File: config.mk
export PLATFORM = sky130hd
export DESIGN_NAME = wrdm_accum
export DESIGN_NICKNAME = d
export VERILOG_FILES = /design/src/rtl/core/wrdm_pkg.sv /design/src/rtl/core/wrdm_accum.sv
export SDC_FILE = /design/constraint.sdc
export NUM_CORES = 1
export LEC_CHECK = 0
export ABC_AREA = 1
export BUFFER_PORTS_ARGS = -buffer_cell sky130_fd_sc_hd__buf_2
export CAP_MARGIN = 20
export CORE_ASPECT_RATIO = 1.4
export CORE_MARGIN = 3
export CORE_UTILIZATION = 35
export DETAILED_ROUTE_END_ITERATION = 16
export GPL_TIMING_DRIVEN = 0
export PLACE_DENSITY = 0.47
export SYNTH_ARGS = -nofsm -noshare
export SYNTH_HDL_FRONTEND = slang
export SYNTH_SLANG_ARGS = --single-unit
File: constraint.sdc
create_clock -name clk -period 6.88 [get_ports clk]
set_clock_uncertainty 0.15 [all_clocks]
set_input_delay 1.376 -clock clk [delete_from_list [all_inputs] [get_ports clk]]
set_output_delay 1.376 -clock clk [all_outputs]
set_load 0.005 [all_outputs]
File: src/rtl/core/wrdm_pkg.sv
package wrdm_pkg;

	// defaults for the top level parameters
	localparam int MAX_WINDOW_DEF   = 2048;
	localparam int DB_FRAC_BITS_DEF = 4;

	// fixed field widths
	localparam int SAMPLE_W  = 16;
	localparam int LEVEL_W   = 12;
	localparam int ROW_W     = 6;
	localparam int WLEN_W    = 12;
	localparam int THR_W     = 12;
	localparam int CFG_IDX_W = 2;
	localparam int CFG_W     = 12;

	// log2 arithmetic: Q30 mantissa in 31 bits, 16 fraction bits
	localparam int MANT_W   = 31;
	localparam int LOG_FRAC = 16;
	localparam int NE_W     = 4;
	localparam int LN_W     = NE_W + LOG_FRAC;

	// 10*log10(2) in Q28
	localparam logic [31:0] TEN_LOG2_Q28 = 32'd808071242;

	// x/5 == (x*52429) >> 18 for x below 2^15
	localparam logic [15:0] RECIP5       = 16'd52429;
	localparam int          RECIP5_SHIFT = 18;

	// result queue
	localparam int FIFO_DEPTH = 32;

	typedef enum logic [CFG_IDX_W-1:0] {
		CFG_WINDOW_LENGTH  = 2'd0,
		CFG_LOUD_THRESHOLD = 2'd1,
		CFG_BAR_BASE_ROW   = 2'd2
	} cfg_index_t;

	typedef struct packed {
		logic [LEVEL_W-1:0] level_db;
		logic               loud;
		logic [ROW_W-1:0]   bar_top;
		logic               silent;
	} result_t;

	// one squaring step of the log2 fraction: {next bit, next mantissa}
	function automatic logic [MANT_W:0] sq_step(input logic [MANT_W-1:0] m);
		logic [2*MANT_W-1:0] p;
		logic [MANT_W:0]     t;
		p = {{MANT_W{1'b0}}, m} * {{MANT_W{1'b0}}, m};
		t = p[2*MANT_W-1:MANT_W-1];
		if (t[MANT_W]) begin
			return {1'b1, t[MANT_W:1]};
		end else begin
			return {1'b0, t[MANT_W-1:0]};
		end
	endfunction

endpackage

File: src/rtl/core/wrdm_accum.sv
module wrdm_accum import wrdm_pkg::*; #(
	parameter int CNT_W = 11,
	parameter int SUM_W = 42
) (
	input  logic                       clk,
	input  logic                       arst_n,
	input  logic                       accept,
	input  logic signed [SAMPLE_W-1:0] sample,
	input  logic [WLEN_W-1:0]          n,
	output logic                       closes,
	output logic                       win_valid,
	output logic [SUM_W-1:0]           win_sum
);

	localparam int CMP_W = WLEN_W + 1;
	localparam int SQ_W  = 2 * SAMPLE_W - 1;

	logic [CNT_W-1:0]           count_q;
	logic [CNT_W:0]             count_inc;
	logic                       vld_s1, close_s1;
	logic signed [SAMPLE_W-1:0] sample_s1;
	logic signed [2*SAMPLE_W-1:0] prod;
	logic                       vld_s2, close_s2;
	logic [SQ_W-1:0]            sq_s2;
	logic [SUM_W-1:0]           sum_q, acc;
	logic                       win_vld_s3;
	logic [SUM_W-1:0]           win_sum_s3;

	assign count_inc = {1'b0, count_q} + 1'b1;
	// shortened window: the count may already be past n
	assign closes    = CMP_W'(count_inc) >= CMP_W'(n);

	always_ff @(posedge clk or negedge arst_n) begin
		if (!arst_n) begin
			count_q    <= '0;
			vld_s1     <= 1'b0;
			vld_s2     <= 1'b0;
			win_vld_s3 <= 1'b0;
			sum_q      <= '0;
		end else begin
			if (accept) begin
				count_q <= closes ? '0 : count_inc[CNT_W-1:0];
			end
			vld_s1     <= accept;
			vld_s2     <= vld_s1;
			win_vld_s3 <= vld_s2 && close_s2;
			if (vld_s2) begin
				sum_q <= close_s2 ? '0 : acc;
			end
		end
	end

	assign prod = 32'(sample_s1) * 32'(sample_s1);
	assign acc  = sum_q + SUM_W'(sq_s2);

	always_ff @(posedge clk) begin
		if (accept) begin
			sample_s1 <= sample;
			close_s1  <= closes;
		end
		sq_s2    <= prod[SQ_W-1:0];
		close_s2 <= close_s1;
		if (vld_s2 && close_s2) begin
			win_sum_s3 <= acc;
		end
	end

	assign win_valid = win_vld_s3;
	assign win_sum   = win_sum_s3;

endmodule

# Yosys cells after proc, flatten, opt, wreduce, memory -nomap -nowiden
# Index checks and enable logic that the tools add are counted.
[classes]
reduce_logical = 1
mux = 2
n_mul = 1
n_addsub = 2
n_lt_le_gt_ge = 1
[ops]
columns = ["cell", "count"]
rows = [
  ["42-bit by 31-bit adder with 42-bit output", 1],
  ["42-bit two-way mux", 1],
  ["16-bit by 16-bit multiplier with 31-bit output", 1],
  ["11-bit by 1-bit adder with 12-bit output, second input constant", 1],
  ["12-bit greater-or-equal comparator", 1],
  ["11-bit two-way mux", 1],
  ["1-bit logical AND", 1],
]
[word_totals]
regBits = 147
wordCells = 17
out_inout_bits = 44

# Logic depth before layout (Yosys ltp)
[depth]
depth_word = 3
ltp_mapped = 28
mapped_depth_nobuf = 27

# Worst setup path before layout
# No wires, ideal clock.
[synth_timing]
path_type = "register to register"
from = "register sample_s1[1]"
to = "register sq_s2[30]"
stages_incl_launch_ff = 25
slack_ns = 1.035
setup_ns = 0.112
arrival_time_ns = 5.583
n_path_buf = 2
path_cell_list = "edfxtp_1 clkbuf_1 clkbuf_1 nand2_1 inv_1 fa_1 inv_1 fa_1 inv_1 fa_1 fa_1 fa_1 inv_1 fa_1 inv_1 ha_1 inv_1 nor3_1 nand2_1 nor3_1 nand2_1 inv_1 nor2_1 nand3_1 nand2_1"
[synth_between]
elab_chain_len = 1
[synth_rtl]
columns = ["element", "line", "rtl"]
rows = [
  ["start, declared", "wrdm_accum.sv:21", "logic signed [SAMPLE_W-1:0] sample_s1;"],
  ["start signal, assigned", "wrdm_accum.sv:58", "sample_s1 <= sample;"],
  ["16-bit by 16-bit multiplier with 31-bit output", "wrdm_accum.sv:53", "assign prod = 32'(sample_s1) * 32'(sample_s1);"],
  ["named net prod[30]", "wrdm_accum.sv:22", "logic signed [2*SAMPLE_W-1:0] prod;"],
  ["end signal, assigned", "wrdm_accum.sv:61", "sq_s2 <= prod[SQ_W-1:0];"],
  ["end, declared", "wrdm_accum.sv:24", "logic [SQ_W-1:0] sq_s2;"],
]
# The timed path passes the listed nets, and every way through them passes these cells.
# A chain may end at the register's enable or synchronous reset.

# Final worst setup path
[layout_timing]
from = "register sample_s1[15]"
to = "register sq_s2[30]"
# The elaborated chain is that of the path after synthesis.

==> results.json <==
{
  "cp_cell_sequence": "clkbuf_2, buf_2, nand2_1, fa_1, inv_1, fa_1, fa_1, fa_1, fa_1, inv_1, fa_1, inv_1, ha_1, inv_1, nor3_1, nand2_1, nor3_1, nand2_1, inv_1, nor2_1, nand3_1, nand2_1",
  "synth_area_leaders": "fa_1 (27%), inv_1 (12%), nand2_1 (12%)",
  "postRouteAntennaNets": 0,
  "ys_ff_latch": 146,
  "antennaDiodeCount": 0,
  "cp-end-kind": "flop",
  "max_freq_ghz": 0.1518,
  "ioPinCount": 75,
  "dp_slack_ns": -0.3212,
  "grt_util_all_layers_pct": 18.81,
  "slew_headroom_pct": 38.77,
  "nets": 2648,
  "drc_errors": 0,
  "hold_path_depth": 0,
  "setup_slack_ns": 0.2924,
  "cpMaxStageDelayCell": "fa_1",
  "critPathMaxFanout": 10,
  "hp-class": "flop to flop",
  "viasPerCell": 4.603,
  "critPathRequiredTime_ns": 7.09,
  "finalWirelength_um": 47270,
  "grt_pass1_vias": 14480,
  "setup_tns_ns": 0,
  "status": "completed",
  "route.vias.total": 13350,
  "grt_overflow_total": 0,
  "crit_top_cell": "fa_1",
  "yosysSeqAreaShare_pct": 21.94,
  "final_core_util_pct": 39.30,
  "dieArea_um2": 52140,
  "finalSetupViolCount": 0,
  "core_area_um2": 48380,
  "htreeDepth": 4,
  "syn_inst": 2166,
  "final_common_cell": "inv_1",
  "syn_nets": 2558,
  "cts_tree": "done",
  "timing.final.crit_share_pct": 95.75,
  "placementRows": 95,
  "arrival_ns": 6.79,
  "die_w_um": 193.8,
  "antenna_found_initial": 0,
  "cts-root-buf": "clkbuf_16",
  "reg2regPathDepth": 22,
  "drive_gt1_share_pct": 7.404,
  "synth_top_area_cell": "fa_1",
  "syn_area_um2": 17290,
  "finalHoldViolCount": 0,
  "slowest_delay_ns": 0.64,
  "slew_violations": 0,
  "cts_buffers": 17,
  "maxCapViolCount": 0,
  "gp_congestion": 0.9296,
  "grt_setup_unrepaired": "false",
  "synth_top_area_share_pct": 26.63,
  "drtIter0Drc": 629,
  "post_drt_wl_per_cell_um": 16.30,
  "dr.pass1.iters": 7,
  "cp_top_family": "adder cells",
  "min_period_ns": 6.588,
  "cts_setup_buffers": 0,
  "port_buffers": 74,
  "cts_buffer_depth": 2,
  "cts.sinks": 146,
  "num-fill-cells": 5085,
  "syn_area_per_cell_um2": 7.983,
  "path_depth": 22,
  "grt_max_degree": 57,
  "path_clk_slew_ns": 0.07,
  "syn2layout_area_growth_pct": 9.957,
  "grt_pass1_wl_um": 76270,
  "insertion_delay_ns": 0.46,
  "die_h_um": 269.0,
  "worst_slew_pin_slew_ns": 0.9184,
  "ys_types": 43,
  "final_cell_mix": "inv_1 (559), nand2_1 (542), fa_1 (229), ha_1 (131), nor2_1 (104)",
  "cp.buffers_inverters": 7,
  "ys.warnings.count": 0,
  "startpoint_type": "flop",
  "crit_type": "flop to flop",
  "initial_core_util_pct": 35.74,
  "post-dp-hpwl_um": 40510
}
metrics by stage:
step | instance area [um^2] | std cells | hold WS [ns]
final | 19010 | 2899 | 0.1917
after global routing | 19010 | 2899 | 0.2094
after CTS | 19010 | 2902 | 0.1936
after detailed placement | 18450 | 2870 | 0.1769
after global placement | 18450 | 2870 | 0.1765
after floorplan | 17290 | 2166 | 0.1733
synthesized netlist by cell type:
cell type	count
a211oi_1	4
a21boi_0	1
a21o_1	3
a21oi_1	54
a21oi_2	1
a22o_1	9
a22oi_1	1
a31o_2	2
and2_1	25
buf_1	3
buf_2	1
clkbuf_1	39
clkinv_1	1
dfrtp_1	56
dfxtp_1	31
edfxtp_1	59
fa_1	230
ha_1	131
inv_1	561
inv_2	6
nand2_1	542
nand2_2	8
nand2_4	1
nand3_1	89
nand3b_1	10
nand4_1	27
nor2_1	104
nor2_2	14
nor2_4	1
nor3_1	19
nor3_2	8
nor3b_2	1
nor4_1	4
o211ai_1	2
o21ai_0	28
o21ai_1	7
o21ai_2	1
o21bai_1	10
o22ai_1	9
or2_1	1
or2_2	3
xnor2_1	14
xor2_1	45
flip-flops by register name, indices dropped and copies added, names as in the netlist:
| name | cells |
|---|---|
| count_q | 11 |
| sq_s2 | 30 |
| vld_s1 | 1 |
| vld_s2 | 1 |
| sample_s1 | 16 |
| sum_q | 42 |
| win_valid | 1 |
| close_s2 | 1 |
| close_s1 | 1 |
| win_sum | 42 |
worst paths after layout:
path / startpoint / end / slack [ns]
worst max-delay path: sample_s1[15] / sq_s2[30] / 0.29
worst min-delay path: close_s1 / close_s2 / 0.19
worst max register to register: sample_s1[15] / sq_s2[30] / 0.29
worst min register to register: close_s1 / close_s2 / 0.19
max in group asynchronous: arst_n / count_q[5] / 5.17
min in group asynchronous: arst_n / win_valid / 0.84
cell type report:
| cell class | instances | area (um^2) | area share, % |
|---|---|---|---|
| buffer | 40 | 168.9 | 0.8884 |
| clock buffer | 21 | 471.7 | 2.481 |
| clock inverter | 11 | 80.08 | 0.4212 |
| inverter | 568 | 2132 | 11.21 |
| multi-input combinational | 1409 | 11200 | 58.93 |
| sequential | 146 | 3794 | 19.95 |
| tap | 630 | 788.3 | 4.146 |
| timing repair buffer | 74 | 372.9 | 1.961 |
kinds of logic (layout without fill, tap and decap cells):
logic type	Yosys count	count (layout)	synth area share (%)
compound gates	132	132	4.472
buf+inv	611	714	13.27
simple gates	857	857	21.22
xor+xnor	59	59	2.989
fa+ha+maj	361	361	36.11
flops	146	146	21.94
per-layer routing:
layer,up-vias,global-route usage (%),share of wire (%)
li1,6670,-,-
met1,6338,20.31,39
met2,232,36.84,54
met3,105,2.000,2.3
met4,0,8.680,4.5
met5,-,0,0
what timing repair did:
action | CTS | global route
resized for setup | 4 | 23
endpoints found under the setup margin | 7 | 9
endpoints found under the hold margin | 0 | 0
hold buffers | 0 | 0
Power is left out: the tool's default activity adds up to more than one toggle a clock period on the data nets, which glitch-free logic cannot reach.
