==> src/rtl/core/wrdm_pkg.sv <==
package wrdm_pkg;

	// defaults for the top level parameters
	localparam int MAX_WINDOW_DEF   = 2048;
	localparam int DB_FRAC_BITS_DEF = 4;

	// fixed field widths
	localparam int SAMPLE_W  = 16;
	localparam int LEVEL_W   = 12;
	localparam int ROW_W     = 6;
	localparam int WLEN_W    = 12;
	localparam int THR_W     = 12;
	localparam int CFG_IDX_W = 2;
	localparam int CFG_W     = 12;

	// log2 arithmetic: Q30 mantissa in 31 bits, 16 fraction bits
	localparam int MANT_W   = 31;
	localparam int LOG_FRAC = 16;
	localparam int NE_W     = 4;
	localparam int LN_W     = NE_W + LOG_FRAC;

	// 10*log10(2) in Q28
	localparam logic [31:0] TEN_LOG2_Q28 = 32'd808071242;

	// x/5 == (x*52429) >> 18 for x below 2^15
	localparam logic [15:0] RECIP5       = 16'd52429;
	localparam int          RECIP5_SHIFT = 18;

	// result queue
	localparam int FIFO_DEPTH = 32;

	typedef enum logic [CFG_IDX_W-1:0] {
		CFG_WINDOW_LENGTH  = 2'd0,
		CFG_LOUD_THRESHOLD = 2'd1,
		CFG_BAR_BASE_ROW   = 2'd2
	} cfg_index_t;

	typedef struct packed {
		logic [LEVEL_W-1:0] level_db;
		logic               loud;
		logic [ROW_W-1:0]   bar_top;
		logic               silent;
	} result_t;

	// one squaring step of the log2 fraction: {next bit, next mantissa}
	function automatic logic [MANT_W:0] sq_step(input logic [MANT_W-1:0] m);
		logic [2*MANT_W-1:0] p;
		logic [MANT_W:0]     t;
		p = {{MANT_W{1'b0}}, m} * {{MANT_W{1'b0}}, m};
		t = p[2*MANT_W-1:MANT_W-1];
		if (t[MANT_W]) begin
			return {1'b1, t[MANT_W:1]};
		end else begin
			return {1'b0, t[MANT_W-1:0]};
		end
	endfunction

endpackage

==> src/rtl/core/wrdm_log2_iter.sv <==
module wrdm_log2_iter import wrdm_pkg::*; (
	input  logic              clk,
	input  logic              arst_n,
	input  logic              start,
	input  logic [WLEN_W-1:0] n,
	output logic              busy,
	output logic [LN_W-1:0]   l2n
);

	localparam int STEP_W = $clog2(LOG_FRAC);
	localparam int SH_W   = $clog2(MANT_W);

	logic                start_q, run_q;
	logic [STEP_W-1:0]   step_q;
	logic [NE_W-1:0]     e, e_q;
	logic [SH_W-1:0]     shamt;
	logic [MANT_W-1:0]   norm, m_q;
	logic [LOG_FRAC-1:0] frac_q;
	logic [MANT_W:0]     step;

	always_comb begin
		e = '0;
		for (int i = 0; i < WLEN_W; i++) begin
			if (n[i]) begin
				e = NE_W'(i);
			end
		end
	end

	assign shamt = SH_W'(MANT_W - 1) - SH_W'(e);
	assign norm  = MANT_W'(n) << shamt;
	assign step  = sq_step(m_q);

	// start_q comes up out of reset so the reset length gets its log too
	always_ff @(posedge clk or negedge arst_n) begin
		if (!arst_n) begin
			start_q <= 1'b1;
			run_q   <= 1'b0;
			step_q  <= '0;
		end else begin
			start_q <= start;
			if (start_q) begin
				run_q  <= 1'b1;
				step_q <= '0;
			end else if (run_q) begin
				step_q <= step_q + 1'b1;
				if (step_q == STEP_W'(LOG_FRAC - 1)) begin
					run_q <= 1'b0;
				end
			end
		end
	end

	always_ff @(posedge clk) begin
		if (start_q) begin
			m_q    <= norm;
			e_q    <= e;
			frac_q <= '0;
		end else if (run_q) begin
			m_q    <= step[MANT_W-1:0];
			frac_q <= {frac_q[LOG_FRAC-2:0], step[MANT_W]};
		end
	end

	assign busy = start_q | run_q;
	assign l2n  = {e_q, frac_q};

endmodule

==> config.mk <==
export PLATFORM = sky130hd
export DESIGN_NAME = wrdm_log2_iter
export DESIGN_NICKNAME = d
export VERILOG_FILES = /design/src/rtl/core/wrdm_pkg.sv /design/src/rtl/core/wrdm_log2_iter.sv
export SDC_FILE = /design/constraint.sdc
export NUM_CORES = 2
export LEC_CHECK = 0
export BUFFER_PORTS_ARGS = -buffer_cell sky130_fd_sc_hd__buf_4
export CORE_ASPECT_RATIO = 1.25
export CORE_MARGIN = 4
export CORE_UTILIZATION = 65
export DETAILED_ROUTE_END_ITERATION = 16
export HOLD_SLACK_MARGIN = 0.15
export PLACE_DENSITY = 0.82
export SYNTH_ARGS = -nofsm -noshare
export SYNTH_HDL_FRONTEND = slang
export SYNTH_SLANG_ARGS = --single-unit
==> constraint.sdc <==
create_clock -name clk -period 10.29 [get_ports clk]
set_input_delay 2.058 -clock clk [delete_from_list [all_inputs] [get_ports clk]]
set_output_delay 2.058 -clock clk [all_outputs]
set_load 0.1 [all_outputs]
== Word level (Yosys, flattened, before mapping) ==
Index checks and enable logic that the tools add are counted.
Word-level totals
  bits in registers: 57
  latch bits: 0
  memory bits (writable): 0
  ROM bits: 0
  output and inout port bits: 21
  word-level logic and storage cells: 32
  memories: 0
Cells by class
  $add $sub $neg: 2
  multiply operators: 1
  div/mod/pow operators: 0
  magnitude comparators: 0
  equal/unequal tests: 1
  shift-type cells: 1
  mux-type cells: 19
  bitwise gates (word level): 1
  reductions and logical operators: 1
Operators by type and width (number)
  $mul 31x31->62: 1
  $mux 31: 2
  $mux 4: 11
  $mux 32: 1
  $shl 12x5->31: 1
  $sub 5x4->5 const A: 1
  $add 4x1->4 const B: 1
  $eq 4x4->1 const B: 1
  $mux 1: 4
  $mux 2: 1
  $reduce_bool 2->1: 1
  $or 1x1->1: 1

== Depth between registers and ports, before layout ==
  depth after elaboration: 14
  depth in mapped cells: 30
  mapped depth without buffers: 27

== Worst setup path before layout ==
No wires, ideal clock.
  path kind: register -> register
  start point: reg m_q[18]
  end point: reg m_q[28] (data pin)
  arrival: 7.316 ns
  data required time: 10.029 ns
  setup slack: 2.714 ns
  stages on the path, launching flop included: 28
  buffers on the path: 3
  cells stage by stage: edfxtp_1 -> clkbuf_1 -> clkbuf_1 -> nand2_1 -> fa_1 -> inv_1 -> fa_1 -> inv_1 -> fa_1 -> fa_1 -> inv_1 -> fa_1 -> fa_1 -> fa_1 -> inv_1 -> fa_1 -> inv_1 -> ha_1 -> clkbuf_1 -> nand4_1 -> nand3b_1 -> a311o_1 -> nand3_2 -> o31a_4 -> a21oi_4 -> xnor2_2 -> nor2_2 -> a221o_1
Between the ends
  word-level cells in the longest chain between the ends: 4
Ends and longest elaborated chain
  from (decl): RTL line wrdm_log2_iter.sv:17  | logic [MANT_W-1:0] norm, m_q;
  from (signal assigned): RTL line wrdm_log2_iter.sv:56  | m_q <= norm;
  from (signal assigned): RTL line wrdm_log2_iter.sv:60  | m_q <= step[MANT_W-1:0];
  $mul 31x31->62: RTL line wrdm_pkg.sv:49  | p = {{MANT_W{1'b0}}, m} * {{MANT_W{1'b0}}, m};
  $mux 32: RTL line wrdm_pkg.sv:51  | if (t[MANT_W]) begin
  $mux 31: RTL line wrdm_log2_iter.sv:59  | end else if (run_q) begin
  $mux 31: RTL line wrdm_log2_iter.sv:55  | if (start_q) begin
Every way passes these cells. The select of a mux whose other input is x is not followed.
A chain may end at the register's enable or synchronous reset.

== Worst setup path after layout ==
  start point: reg m_q[21]
  end point: reg m_q[9] (data pin)
The elaborated chain is that of the path after synthesis.

==> load_flow_metrics.sql <==
INSERT INTO impl_metrics (metric_group, metric, value, unit) VALUES
('run_status', 'status', 'complete, no violations', ''),
('setup_path', 'crit_path_start_kind', 'flip-flop', ''),
('min_path', 'holdCritStartpoint', 'frac_q[0]', ''),
('sta', 'final-hold-violation-count', '0', ''),
('sta', 'fin_tns_setup', '0', 'ps'),
('sta', 'fin_skew', '6.42', 'ps'),
('drt', 'drt_iter0_markers', '1509', ''),
('floorplan', 'floorplan.die_area', '49600', 'sq um'),
('yosys', 'yosys-top-cells-area', 'sky130_fd_sc_hd__fa_1, sky130_fd_sc_hd__inv_1, sky130_fd_sc_hd__ha_1', ''),
('clock_network', 'tritoncts_clock_tree', 'done', ''),
('setup_path', 'cp.buffers_inverters', '4', ''),
('floorplan', 'floorplan.io_pins', '36', ''),
('clock_network', 'clk_latency', '320', 'ps'),
('yosys', 'synth_edf_count', '35', ''),
('clock_network', 'clk_pin_slew', '50', 'ps'),
('drt', 'drcViolationCount', '0', ''),
('setup_path', 'critical_r2r_launch', 'm_q[21]', ''),
('finish', 'design_area', '31100', 'sq um'),
('yosys', 'async_reset_ff_share', '10.5', '%'),
('finish', 'syn_to_final_growth', '3.67', '%'),
('drt', 'drt_wl_total', '78.7', 'mm'),
('setup_path', 'reg2reg_slack', '960', 'ps'),
('setup_path', 'criticalPathCategory', 'reg -> reg', ''),
('placement', 'dpl_cell_area', '30800', 'sq um'),
('grt', 'grt_pass1_wl', '128', 'mm'),
('setup_path', 'critical_path.most_common_cell', 'sky130_fd_sc_hd__fa_1', ''),
('yosys', 'syn-mean-instance-area', '9.32', 'sq um'),
('clock_network', 'postCtsHoldBufs', '0', ''),
('drt', 'wire_per_inst', '20.9', 'um'),
('sta', 'setup-violations-final', '0', ''),
('yosys', 'synth_top_area_cell', 'sky130_fd_sc_hd__fa_1', ''),
('floorplan', 'placementRows', '87', ''),
('floorplan', 'chipHeight', '248', 'um'),
('finish', 'post-route-util', '68.5', '%'),
('finish', 'drive_above_1_share', '3.74', '%'),
('setup_path', 'r2r.worst_path.cells', '24', ''),
('drt', 'drt-vias-per-instance', '5.84', ''),
('yosys', 'synthDistinctLibCells', '75', ''),
('sta', 'fin_crit_sh', '90.7', '%'),
('setup_path', 'cp_slowest_cell', 'sky130_fd_sc_hd__edfxtp_1', ''),
('sta', 'final_max_slew_viol_count', '0', ''),
('setup_path', 'timing.critical_path.cells', 'buf_4 -> and2_1 -> fa_1 -> fa_1 -> fa_1 -> inv_1 -> fa_1 -> inv_1 -> fa_1 -> fa_1 -> fa_1 -> fa_1 -> ha_1 -> a21o_1 -> a21oi_1 -> o211ai_1 -> a21oi_1 -> nand3_2 -> o31a_4 -> a21oi_4 -> xor2_2 -> buf_4 -> mux2i_1 -> nor2_1', ''),
('floorplan', 'die_x', '200', 'um'),
('yosys', 'syn-instance-count', '3217', ''),
('finish', 'layout_commonest_cell', 'sky130_fd_sc_hd__inv_1', ''),
('grt', 'global_route.overflow_total', '0', ''),
('sta', 'rsz0062_at_grt', 'false', ''),
('setup_path', 'critPathArrivalTime', '9370', 'ps'),
('sta', 'hold-worst-slack', '502', 'ps'),
('clock_network', 'post-cts-setup-buffer-count', '0', ''),
('grt', 'grt_antenna_before_repair', '1', ''),
('sta', 'max_slew_margin', '8.18', '%'),
('clock_network', 'cts.sinks', '57', ''),
('yosys', 'synth_ff_type', 'sky130_fd_sc_hd__edfxtp_1', ''),
('setup_path', 'slowest_delay', '1270', 'ps'),
('min_path', 'count_of_cells_along_the_worst_hold_path', '2', ''),
('sta', 'timing.fmax', '0.107', 'GHz'),
('sta', 'shortest_clock_period_the_worst_path_allows_after_layout', '9330', 'ps'),
('drt', 'postRouteAntennaNets', '0', ''),
('setup_path', 'cp-end-kind', 'flip-flop', ''),
('setup_path', 'critical_path_required', '10320', 'ps'),
('yosys', 'synth_seq_area_share', '5.08', '%'),
('finish', 'layout.cells.most_common_list', 'sky130_fd_sc_hd__inv_1, sky130_fd_sc_hd__fa_1, sky130_fd_sc_hd__nand2_1', ''),
('floorplan', 'initial_standard_cell_utilization_of_the_core', '66.0', '%'),
('clock_network', 'cell_chosen_for_the_clock_root', 'sky130_fd_sc_hd__clkbuf_16', ''),
('yosys', 'synth-warning-count', '0', ''),
('yosys', 'synth_top_area_share', '49.9', '%'),
('floorplan', 'design.core.area', '45400', 'sq um'),
('yosys', 'synth_seq_cells', '57', ''),
('clock_network', 'cts.repair.resized', '0', ''),
('sta', 'tightest_slew', '1380', 'ps');
## final cells by class
type	count	area [sq um]
timing repair buffer	74	556
multi-input combinational	2110	24500
fill	3403	14300
inverter	922	3460
clock inverter	3	17.5
sequential	57	1520
antenna	3	7.51
tap	578	723
clock buffer	13	292
## stage by stage
step	setup slack (ps)	std cells
2_1_floorplan	2710	3217
4_1_cts	1220	3757
3_3_place_gp	1480	3741
6_report	955	3760
5_1_grt	636	3757
3_5_place_dp	1160	3741
## synthesized netlist by cell type, types with 26 or more instances
master	n
sky130_fd_sc_hd__inv_1	920
sky130_fd_sc_hd__fa_1	747
sky130_fd_sc_hd__nand2_1	323
sky130_fd_sc_hd__ha_1	269
sky130_fd_sc_hd__and2_1	186
sky130_fd_sc_hd__clkbuf_1	116
sky130_fd_sc_hd__nor2_1	112
sky130_fd_sc_hd__a21oi_1	95
sky130_fd_sc_hd__mux2i_1	42
sky130_fd_sc_hd__o21ai_0	36
sky130_fd_sc_hd__edfxtp_1	35
sky130_fd_sc_hd__xnor2_1	33
sky130_fd_sc_hd__a21o_1	30
sky130_fd_sc_hd__nand4_1	26
## per-layer routing
| metal | vias up | part of all wire (%) | GRT usage [%] |
|---|---|---|---|
| li1 | 9395 | - | - |
| met1 | 11000 | 32 | 36.2 |
| met2 | 1066 | 52 | 60.1 |
| met3 | 457 | 7.2 | 5.25 |
| met4 | 0 | 8.7 | 22.0 |
| met5 | - | 0 | 0 |
## flip-flops by register name (all words and copies together) (netlist names)
| name | count |
|---|---|
| start_q | 1 |
| run_q | 1 |
| e_q | 4 |
| frac_q | 16 |
| step_q | 4 |
| m_q | 31 |
## worst min-delay path, delay by kind of cell (launching register included)
family | cells | cell delay [ps]
flip-flops | 1 | 330
AND/OR/NAND/NOR | 1 | 70
AO/OA/AOI/OAI | 1 | 60
## how the worst max path moves through the flow
stage	end	slack, ps	cells after the start
floorplan	m_q[28]	2710	27
global placement	m_q[13]	1480	25
detailed placement	m_q[9]	1160	24
CTS	m_q[9]	1220	24
global route	m_q[0]	640	24
finish	m_q[9]	960	24
## kinds of logic after synthesis
family	synth area share [%]
muxes	1.48
and+or+nand+nor	11.7
xor gates and xnor gates	1.80
DFF	5.08
AOI/OAI and AO/OA	5.65
buffers and inverters	13.2
adders and majority gates	61.1
Power is not shown: default switching activity piles up to over one toggle a cycle in this logic, so the estimate is an artifact.
