File: src/rtl/core/wrdm_pkg.sv
package wrdm_pkg;

	// defaults for the top level parameters
	localparam int MAX_WINDOW_DEF   = 2048;
	localparam int DB_FRAC_BITS_DEF = 4;

	// fixed field widths
	localparam int SAMPLE_W  = 16;
	localparam int LEVEL_W   = 12;
	localparam int ROW_W     = 6;
	localparam int WLEN_W    = 12;
	localparam int THR_W     = 12;
	localparam int CFG_IDX_W = 2;
	localparam int CFG_W     = 12;

	// log2 arithmetic: Q30 mantissa in 31 bits, 16 fraction bits
	localparam int MANT_W   = 31;
	localparam int LOG_FRAC = 16;
	localparam int NE_W     = 4;
	localparam int LN_W     = NE_W + LOG_FRAC;

	// 10*log10(2) in Q28
	localparam logic [31:0] TEN_LOG2_Q28 = 32'd808071242;

	// x/5 == (x*52429) >> 18 for x below 2^15
	localparam logic [15:0] RECIP5       = 16'd52429;
	localparam int          RECIP5_SHIFT = 18;

	// result queue
	localparam int FIFO_DEPTH = 32;

	typedef enum logic [CFG_IDX_W-1:0] {
		CFG_WINDOW_LENGTH  = 2'd0,
		CFG_LOUD_THRESHOLD = 2'd1,
		CFG_BAR_BASE_ROW   = 2'd2
	} cfg_index_t;

	typedef struct packed {
		logic [LEVEL_W-1:0] level_db;
		logic               loud;
		logic [ROW_W-1:0]   bar_top;
		logic               silent;
	} result_t;

	// one squaring step of the log2 fraction: {next bit, next mantissa}
	function automatic logic [MANT_W:0] sq_step(input logic [MANT_W-1:0] m);
		logic [2*MANT_W-1:0] p;
		logic [MANT_W:0]     t;
		p = {{MANT_W{1'b0}}, m} * {{MANT_W{1'b0}}, m};
		t = p[2*MANT_W-1:MANT_W-1];
		if (t[MANT_W]) begin
			return {1'b1, t[MANT_W:1]};
		end else begin
			return {1'b0, t[MANT_W-1:0]};
		end
	endfunction

endpackage

File: src/rtl/core/wrdm_level.sv
module wrdm_level import wrdm_pkg::*; #(
	parameter int DB_FRAC_BITS = 4,
	parameter int LW           = 22
) (
	input  logic                    clk,
	input  logic                    arst_n,
	input  logic                    in_valid,
	input  logic                    in_silent,
	input  logic [LW-1:0]           l2s,
	input  logic [LN_W-1:0]         l2n,
	input  logic signed [THR_W-1:0] threshold,
	input  logic [ROW_W-1:0]        base_row,
	output logic                    out_valid,
	output result_t                 res
);

	localparam int KSHIFT = 12 - DB_FRAC_BITS;
	localparam logic [31:0] DB_K = (TEN_LOG2_Q28 + (32'd1 << (KSHIFT - 1))) >> KSHIFT;
	localparam int KW  = 31 - KSHIFT;
	localparam int DW  = LW + 2;
	localparam int PW  = DW + KW + 1;
	localparam int LVW = PW - 32;
	localparam int LIMIT_RAW   = 75 * (1 << DB_FRAC_BITS);
	localparam int LEVEL_LIMIT = (LIMIT_RAW > 2047) ? 2047 : LIMIT_RAW;
	localparam int DEN  = 5 * (1 << DB_FRAC_BITS);
	localparam int A_W  = 14;
	localparam int PR_W = A_W + 16;
	localparam int Q_W  = 8;
	localparam int RW   = 10;

	localparam logic signed [PW-1:0]      HALF   = PW'(1) << 31;
	localparam logic signed [PW-1:0]      KS     = PW'(DB_K[KW-1:0]);
	localparam logic signed [LVW-1:0]     LIM_W  = LVW'(LEVEL_LIMIT);
	localparam logic signed [LEVEL_W-1:0] LIM_L  = LEVEL_W'(LEVEL_LIMIT);

	logic signed [DW-1:0]      d;
	logic signed [DW-1:0]      d_s1;
	logic signed [PW-1:0]      p_s2, rnd;
	logic signed [LVW-1:0]     lvw;
	logic signed [LEVEL_W-1:0] lvl_clamp;
	logic signed [LEVEL_W-1:0] level_s3, level_s4;
	logic [LEVEL_W-1:0]        mag;
	logic [A_W-1:0]            a, b;
	logic [PR_W-1:0]           prod_s4;
	logic [Q_W-1:0]            q;
	logic signed [RW-1:0]      qs, row;
	logic [ROW_W-1:0]          row_clamp;
	logic                      silent_s1, silent_s2, silent_s3, silent_s4;
	logic                      vld_s1, vld_s2, vld_s3, vld_s4, vld_s5;
	result_t                   res_s5;

	// level = 10*log10(sum) - 20*log10(N): log2 difference times 10*log10(2)
	assign d = signed'(DW'(l2s)) - signed'(DW'({l2n, 1'b0}));

	assign rnd = p_s2 + HALF;
	assign lvw = rnd[PW-1:32];

	always_comb begin
		if (lvw > LIM_W) begin
			lvl_clamp = LIM_L;
		end else if (lvw < -LIM_W) begin
			lvl_clamp = -LIM_L;
		end else begin
			lvl_clamp = lvw[LEVEL_W-1:0];
		end
	end

	// bar: round(level / 2.5 dB), halves away from zero
	assign mag = level_s3[LEVEL_W-1] ? LEVEL_W'(-level_s3) : LEVEL_W'(level_s3);
	assign a   = {mag[LEVEL_W-2:0], 2'b00} + A_W'(DEN);
	assign b   = a >> (DB_FRAC_BITS + 1);

	assign q   = prod_s4[RECIP5_SHIFT +: Q_W];
	assign qs  = signed'(RW'(q));
	assign row = signed'(RW'(base_row)) - (level_s4[LEVEL_W-1] ? -qs : qs);

	always_comb begin
		if (row < 0) begin
			row_clamp = '0;
		end else if (row > signed'(RW'(63))) begin
			row_clamp = '1;
		end else begin
			row_clamp = row[ROW_W-1:0];
		end
	end

	always_ff @(posedge clk or negedge arst_n) begin
		if (!arst_n) begin
			vld_s1 <= 1'b0;
			vld_s2 <= 1'b0;
			vld_s3 <= 1'b0;
			vld_s4 <= 1'b0;
			vld_s5 <= 1'b0;
		end else begin
			vld_s1 <= in_valid;
			vld_s2 <= vld_s1;
			vld_s3 <= vld_s2;
			vld_s4 <= vld_s3;
			vld_s5 <= vld_s4;
		end
	end

	always_ff @(posedge clk) begin
		d_s1      <= d;
		silent_s1 <= in_silent;
		p_s2      <= PW'(d_s1) * KS;
		silent_s2 <= silent_s1;
		level_s3  <= silent_s2 ? -LIM_L : lvl_clamp;
		silent_s3 <= silent_s2;
		prod_s4   <= PR_W'(b) * PR_W'(RECIP5);
		level_s4  <= level_s3;
		silent_s4 <= silent_s3;
		res_s5.level_db <= level_s4;
		res_s5.loud     <= level_s4 > threshold;
		res_s5.bar_top  <= row_clamp;
		res_s5.silent   <= silent_s4;
	end

	assign out_valid = vld_s5;
	assign res       = res_s5;

endmodule

File: config.mk
export PLATFORM = sky130hd
export DESIGN_NAME = wrdm_level
export DESIGN_NICKNAME = d
export VERILOG_FILES = /design/src/rtl/core/wrdm_pkg.sv /design/src/rtl/core/wrdm_level.sv
export SDC_FILE = /design/constraint.sdc
export NUM_CORES = 1
export LEC_CHECK = 0
export BUFFER_PORTS_ARGS = -buffer_cell sky130_fd_sc_hd__clkbuf_2
export CAP_MARGIN = 5
export CORE_MARGIN = 4
export CORE_UTILIZATION = 60
export DETAILED_ROUTE_END_ITERATION = 8
export GPL_ROUTABILITY_DRIVEN = 0
export PLACE_DENSITY_LB_ADDON = 0.08
export SLEW_MARGIN = 20
export SYNTH_ARGS = -nofsm -noshare
export SYNTH_HDL_FRONTEND = slang
export SYNTH_SLANG_ARGS = --single-unit
File: constraint.sdc
create_clock -name clk -period 11.1 [get_ports clk]
set_input_delay 0.555 -clock clk [delete_from_list [all_inputs] [get_ports clk]]
set_output_delay 0.555 -clock clk [all_outputs]
set_load 0.01 [all_outputs]
# Word level (Yosys, flattened, before mapping)
# Cells that the tools add are included.
# word_totals
regBits	145
inputBits	64
wordCells	38
# op_classes
add_sub_neg	6
n_mul	2
magnitude_cmp	5
muxes	5
reduce_logical	1
# ops
cell	n
adder 48 x 33 -> 48 bit, second input constant	1
multiplier 23 x 19 -> 42 bit, second input constant	1
multiplier 9 x 16 -> 25 bit, second input constant	1
2-to-1 mux 12 bit	2
subtractor 22 x 21 -> 23 bit	1
greater-than comparator 16 x 12 -> 1 bit, second input constant	1
< comparator 16 x 12 -> 1 bit, second input constant	1
adder 13 x 7 -> 14 bit, second input constant	1
greater-than comparator 12 bit	1
2-to-1 mux 11 bit	1
negation 11 bit	1
greater-than comparator 10 x 7 -> 1 bit, second input constant	1
< comparator 10 x 1 -> 1 bit, second input constant	1
2-to-1 mux 10 bit	1
negation 7 -> 10 bit	1
subtractor 7 x 10 -> 10 bit	1
2-to-1 mux 6 bit	1
OR reduction 3 bit	1

# Longest topological paths before layout
# depth
ltp_word	5
depth_mapped	29

# Least setup slack after synthesis
# Ideal clock, no wire load.
# synth_timing
kind	register to register
start	register level_s3[11]
end	register prod_s4[24]
setup_ps	122
t_arrival_ps	5638
required_ps	10978
setup_slack_ps	5340
path_stages_with_launch	26
n_path_buf	1
period_less_slack_ps	5760
cell_sequence	dfxtp_1 > clkbuf_1 > o21ai_0 > xnor2_1 > ha_1 > nand3b_1 > o2111ai_1 > o21ai_2 > nor2_1 > o21ai_0 > o21ai_0 > xor2_1 > ha_1 > inv_1 > fa_1 > fa_1 > fa_1 > inv_1 > ha_1 > nand4_1 > o311a_1 > o211a_1 > o21ai_0 > a31o_2 > a21oi_1 > xnor2_1
# synth_between
elab_chain_len	3
# synth_lines
element	line_no	text
start: declaration	wrdm_level.sv:41	logic signed [LEVEL_W-1:0] level_s3, level_s4;
start signal: assignment	wrdm_level.sv:108	level_s3 <= silent_s2 ? -LIM_L : lvl_clamp;
2-to-1 mux 11 bit	wrdm_level.sv:69	assign mag = level_s3[LEVEL_W-1] ? LEVEL_W'(-level_s3) : LEVEL_W'(level_s3);
adder 13 x 7 -> 14 bit	wrdm_level.sv:70	assign a = {mag[LEVEL_W-2:0], 2'b00} + A_W'(DEN);
multiplier 9 x 16 -> 25 bit	wrdm_level.sv:110	prod_s4 <= PR_W'(b) * PR_W'(RECIP5);
end signal: assignment	wrdm_level.sv:110	
end: declaration	wrdm_level.sv:44	logic [PR_W-1:0] prod_s4;
# Every way passes these cells.
# A chain may end at the register's enable or synchronous reset.

# Worst setup path in the final report
# Ends and elaborated chain as after synthesis.

==> results.yml <==
route:
  vias: 8746
  vias_per_cell: 5.15
  dr.pass1.iters: 4
  routedWlPerCell_um: 13.5
  drtIter0Drc: 301
  wl_mm: 22.9
  drc: 0
  ant_nets: 0
yosys:
  synth.avg_cell_area_um2: 9.26
  ys_types: 69
  synth_edf_count: 0
  yosys_warnings: 0
  syn_area_mm2: 0.0124
  ys_ff_latch: 98
  async_flop_share: 0.0510
  ys.flop_type: "dfxtp_1"
  synth_fp_nets: 1803
  synth_cells: 1340
  ys_seq_area_frac: 0.160
clock_network:
  htreeDepth: 3
  numCtsBuffers: 9
  clkTransAtPathRegs_ns: 0.08
  clock_latency_ns: 0.37
  cts_root_buf: "clkbuf_16"
  post-cts-setup-buffers: 0
  cts.sinks: 98
  cts_buffer_depth: 2
  cts_tree: "yes"
die:
  ios: 85
  rows: 52
  core_mm2: 0.0203
  dieArea_mm2: 0.0231
  die_w_um: 152
  start_util: 0.611
  die_y_um: 152
global_routing:
  grt_first_pass_wirelength_mm: 40.8
  grt-ovfl-total: 0
  grt_max_degree: 35
  grt_usage: 0.210
  grt_pass1_vias: 9126
  antenna_found_initial: 0
finish:
  num-fill-cells: 1703
  area_growth_pct: 8.19
  multi_input_area_mm2: 0.00914
  final_util: 0.661
  fin_nets: 1885
  drive_gt1_frac: 0.0855
  antennaDiodeCount: 0
  regArea_mm2: 0.00199
sta:
  setup_slack_ns: 4.84
  post-route-period-util: 0.564
  fmax_mhz: 160
  finalCriticalPeriod_ns: 6.26
  hold_violations: 0
  worst-slew-pin-transition_ns: 0.909
  final_max_slew_viol_count: 0
  relSlewSlack: 0.390
  finClkSkew_ns: 0.0177
  whs_ns: 0.294
  final.setup.tns_ns: 0
  setup_viol: 0
  rsz0062_at_grt: "false"
place:
  io_buffers: 84
  dp_slack_ns: 4.86
  hpwl_mm: 19.8
critical_path:
  crit_required_ns: 11.34
  startpoint_type: "flop"
  worstSetupPathType: "flop to flop"
  critPathMaxFanout: 17
  cp-end-kind: "flop"
  arrival_ns: 6.50
min_path:
  hp-class: "input pin to flop"
outcome:
  run_status: "complete, no violations"
run:
  maxCapViolCount: 0
## cells in the mapped netlist (all sizes together), types with 5 or more instances
cell	instances	area, µm²
a21boi	5	48.8
a21o	16	120
a21oi	60	304
a31oi	7	43.8
and2	8	50.1
clkbuf	12	47.6
dfrtp	5	125
dfxtp	93	1860
fa	124	2480
ha	275	3440
inv	324	1220
nand2	45	174
nand2b	12	75.1
nand3	22	110
nand4	11	68.8
nor2	49	184
nor2b	9	56.3
nor3	17	101
o21a	12	90.1
o21ai	53	273
o21bai	10	75.1
o31ai	6	45.0
xnor2	60	526
xor2	33	289
## cells in the final DEF, fill, tap and decap left out, types with 5 or more instances in the layout
master | netlist | routed
o31ai_1 | 6 | 6
a31oi_1 | 7 | 7
nor2_1 | 49 | 49
o21bai_1 | 10 | 10
xor2_1 | 33 | 33
clkbuf_16 | 0 | 9
nand2_1 | 43 | 43
nor3_1 | 15 | 15
a21oi_1 | 59 | 59
nand4_1 | 11 | 11
nand3_1 | 22 | 22
dfxtp_1 | 93 | 93
o21ai_0 | 51 | 51
clkbuf_2 | 2 | 84
nand2b_1 | 12 | 12
inv_1 | 323 | 323
xnor2_1 | 60 | 60
nor2b_1 | 9 | 9
ha_1 | 275 | 275
dfrtp_1 | 5 | 5
o21a_1 | 12 | 12
fa_1 | 124 | 124
and2_1 | 8 | 8
a21o_1 | 16 | 16
## worst max-delay path, cell delays in order (launching register included)
cell and delay, ns:
dfxtp_1 0.70, o21ai_0 0.25, xnor2_1 0.19, ha_1 0.22, nand3b_1 0.12, o2111ai_1 0.14
o21ai_2 0.17, nor2_1 0.08, o21ai_0 0.14, o21ai_0 0.13, xor2_1 0.32, ha_1 0.21
inv_1 0.08, fa_1 0.62, fa_1 0.46, fa_1 0.60, inv_1 0.08, ha_1 0.30
nand4_1 0.11, o311a_1 0.38, o211a_1 0.23, o21ai_0 0.22, a31o_2 0.21, a21oi_1 0.08
xnor2_1 0.13
## through the flow
stage / instance area, µm² / std cells
CTS: 13400 / 1697
finish: 13400 / 1697
floorplan: 12400 / 1340
detailed placement: 13100 / 1680
global placement: 13100 / 1680
global route: 13400 / 1697
## final cells by class
class	instances	area share
multi-input combinational	903	0.681
clock buffer	9	0.0168
sequential	98	0.148
clock inverter	7	0.00606
timing repair buffer	86	0.0326
tap	270	0.0252
inverter	324	0.0906
## final timing paths
kind,from,to,slack [ns],depth (start not counted)
hold / removal,in_valid,vld_s1$_DFF_PN0_,0.29,1
setup reg to reg,level_s3[11]$_SDFF_PP1_,prod_s4[24]$_DFF_P_,4.84,24
max in group asynchronous,arst_n,out_valid$_DFF_PN0_,10.42,2
hold reg to reg,silent_s4$_DFF_P_,res[0]$_DFF_P_,0.33,0
setup / recovery,level_s3[11]$_SDFF_PP1_,prod_s4[24]$_DFF_P_,4.84,24
min in group asynchronous,arst_n,vld_s3$_DFF_PN0_,0.55,2
## kinds of logic (layout without fill, tap and decap cells)
kind of cell,count (synthesis),count (layout),share of synthesized area
fa+ha+maj,400,400,0.478
buf+inv,339,426,0.103
compound gates,207,207,0.108
simple gates,199,199,0.0820
flops,98,98,0.160
xor+xnor,93,93,0.0656
mux,4,4,0.00323
## repair_timing
action	in CTS	in global routing
hold endpoints to repair	5	0
hold buffers	1	0
gates resized for setup	0	0
## flip-flops by register name (all words and copies together), names as in the netlist
signal / cells
vld_s1: 1
silent_s2: 1
silent_s4: 1
p_s2: 15
out_valid: 1
vld_s4: 1
vld_s3: 1
level_s3: 12
res: 20
d_s1: 23
prod_s4: 7
silent_s1: 1
vld_s2: 1
level_s4: 12
silent_s3: 1
## layer usage
metal | wire length (µm) | GRT usage | part of all wire
met5 | 0 | 0 | 0
met4 | 452 | 0.0608 | 0.020
met3 | 725 | 0.0273 | 0.032
met2 | 11500 | 0.379 | 0.50
met1 | 10300 | 0.264 | 0.45
Power is left out: the tool's default activity adds up to more than one toggle a clock period on the data nets, which glitch-free logic cannot reach.
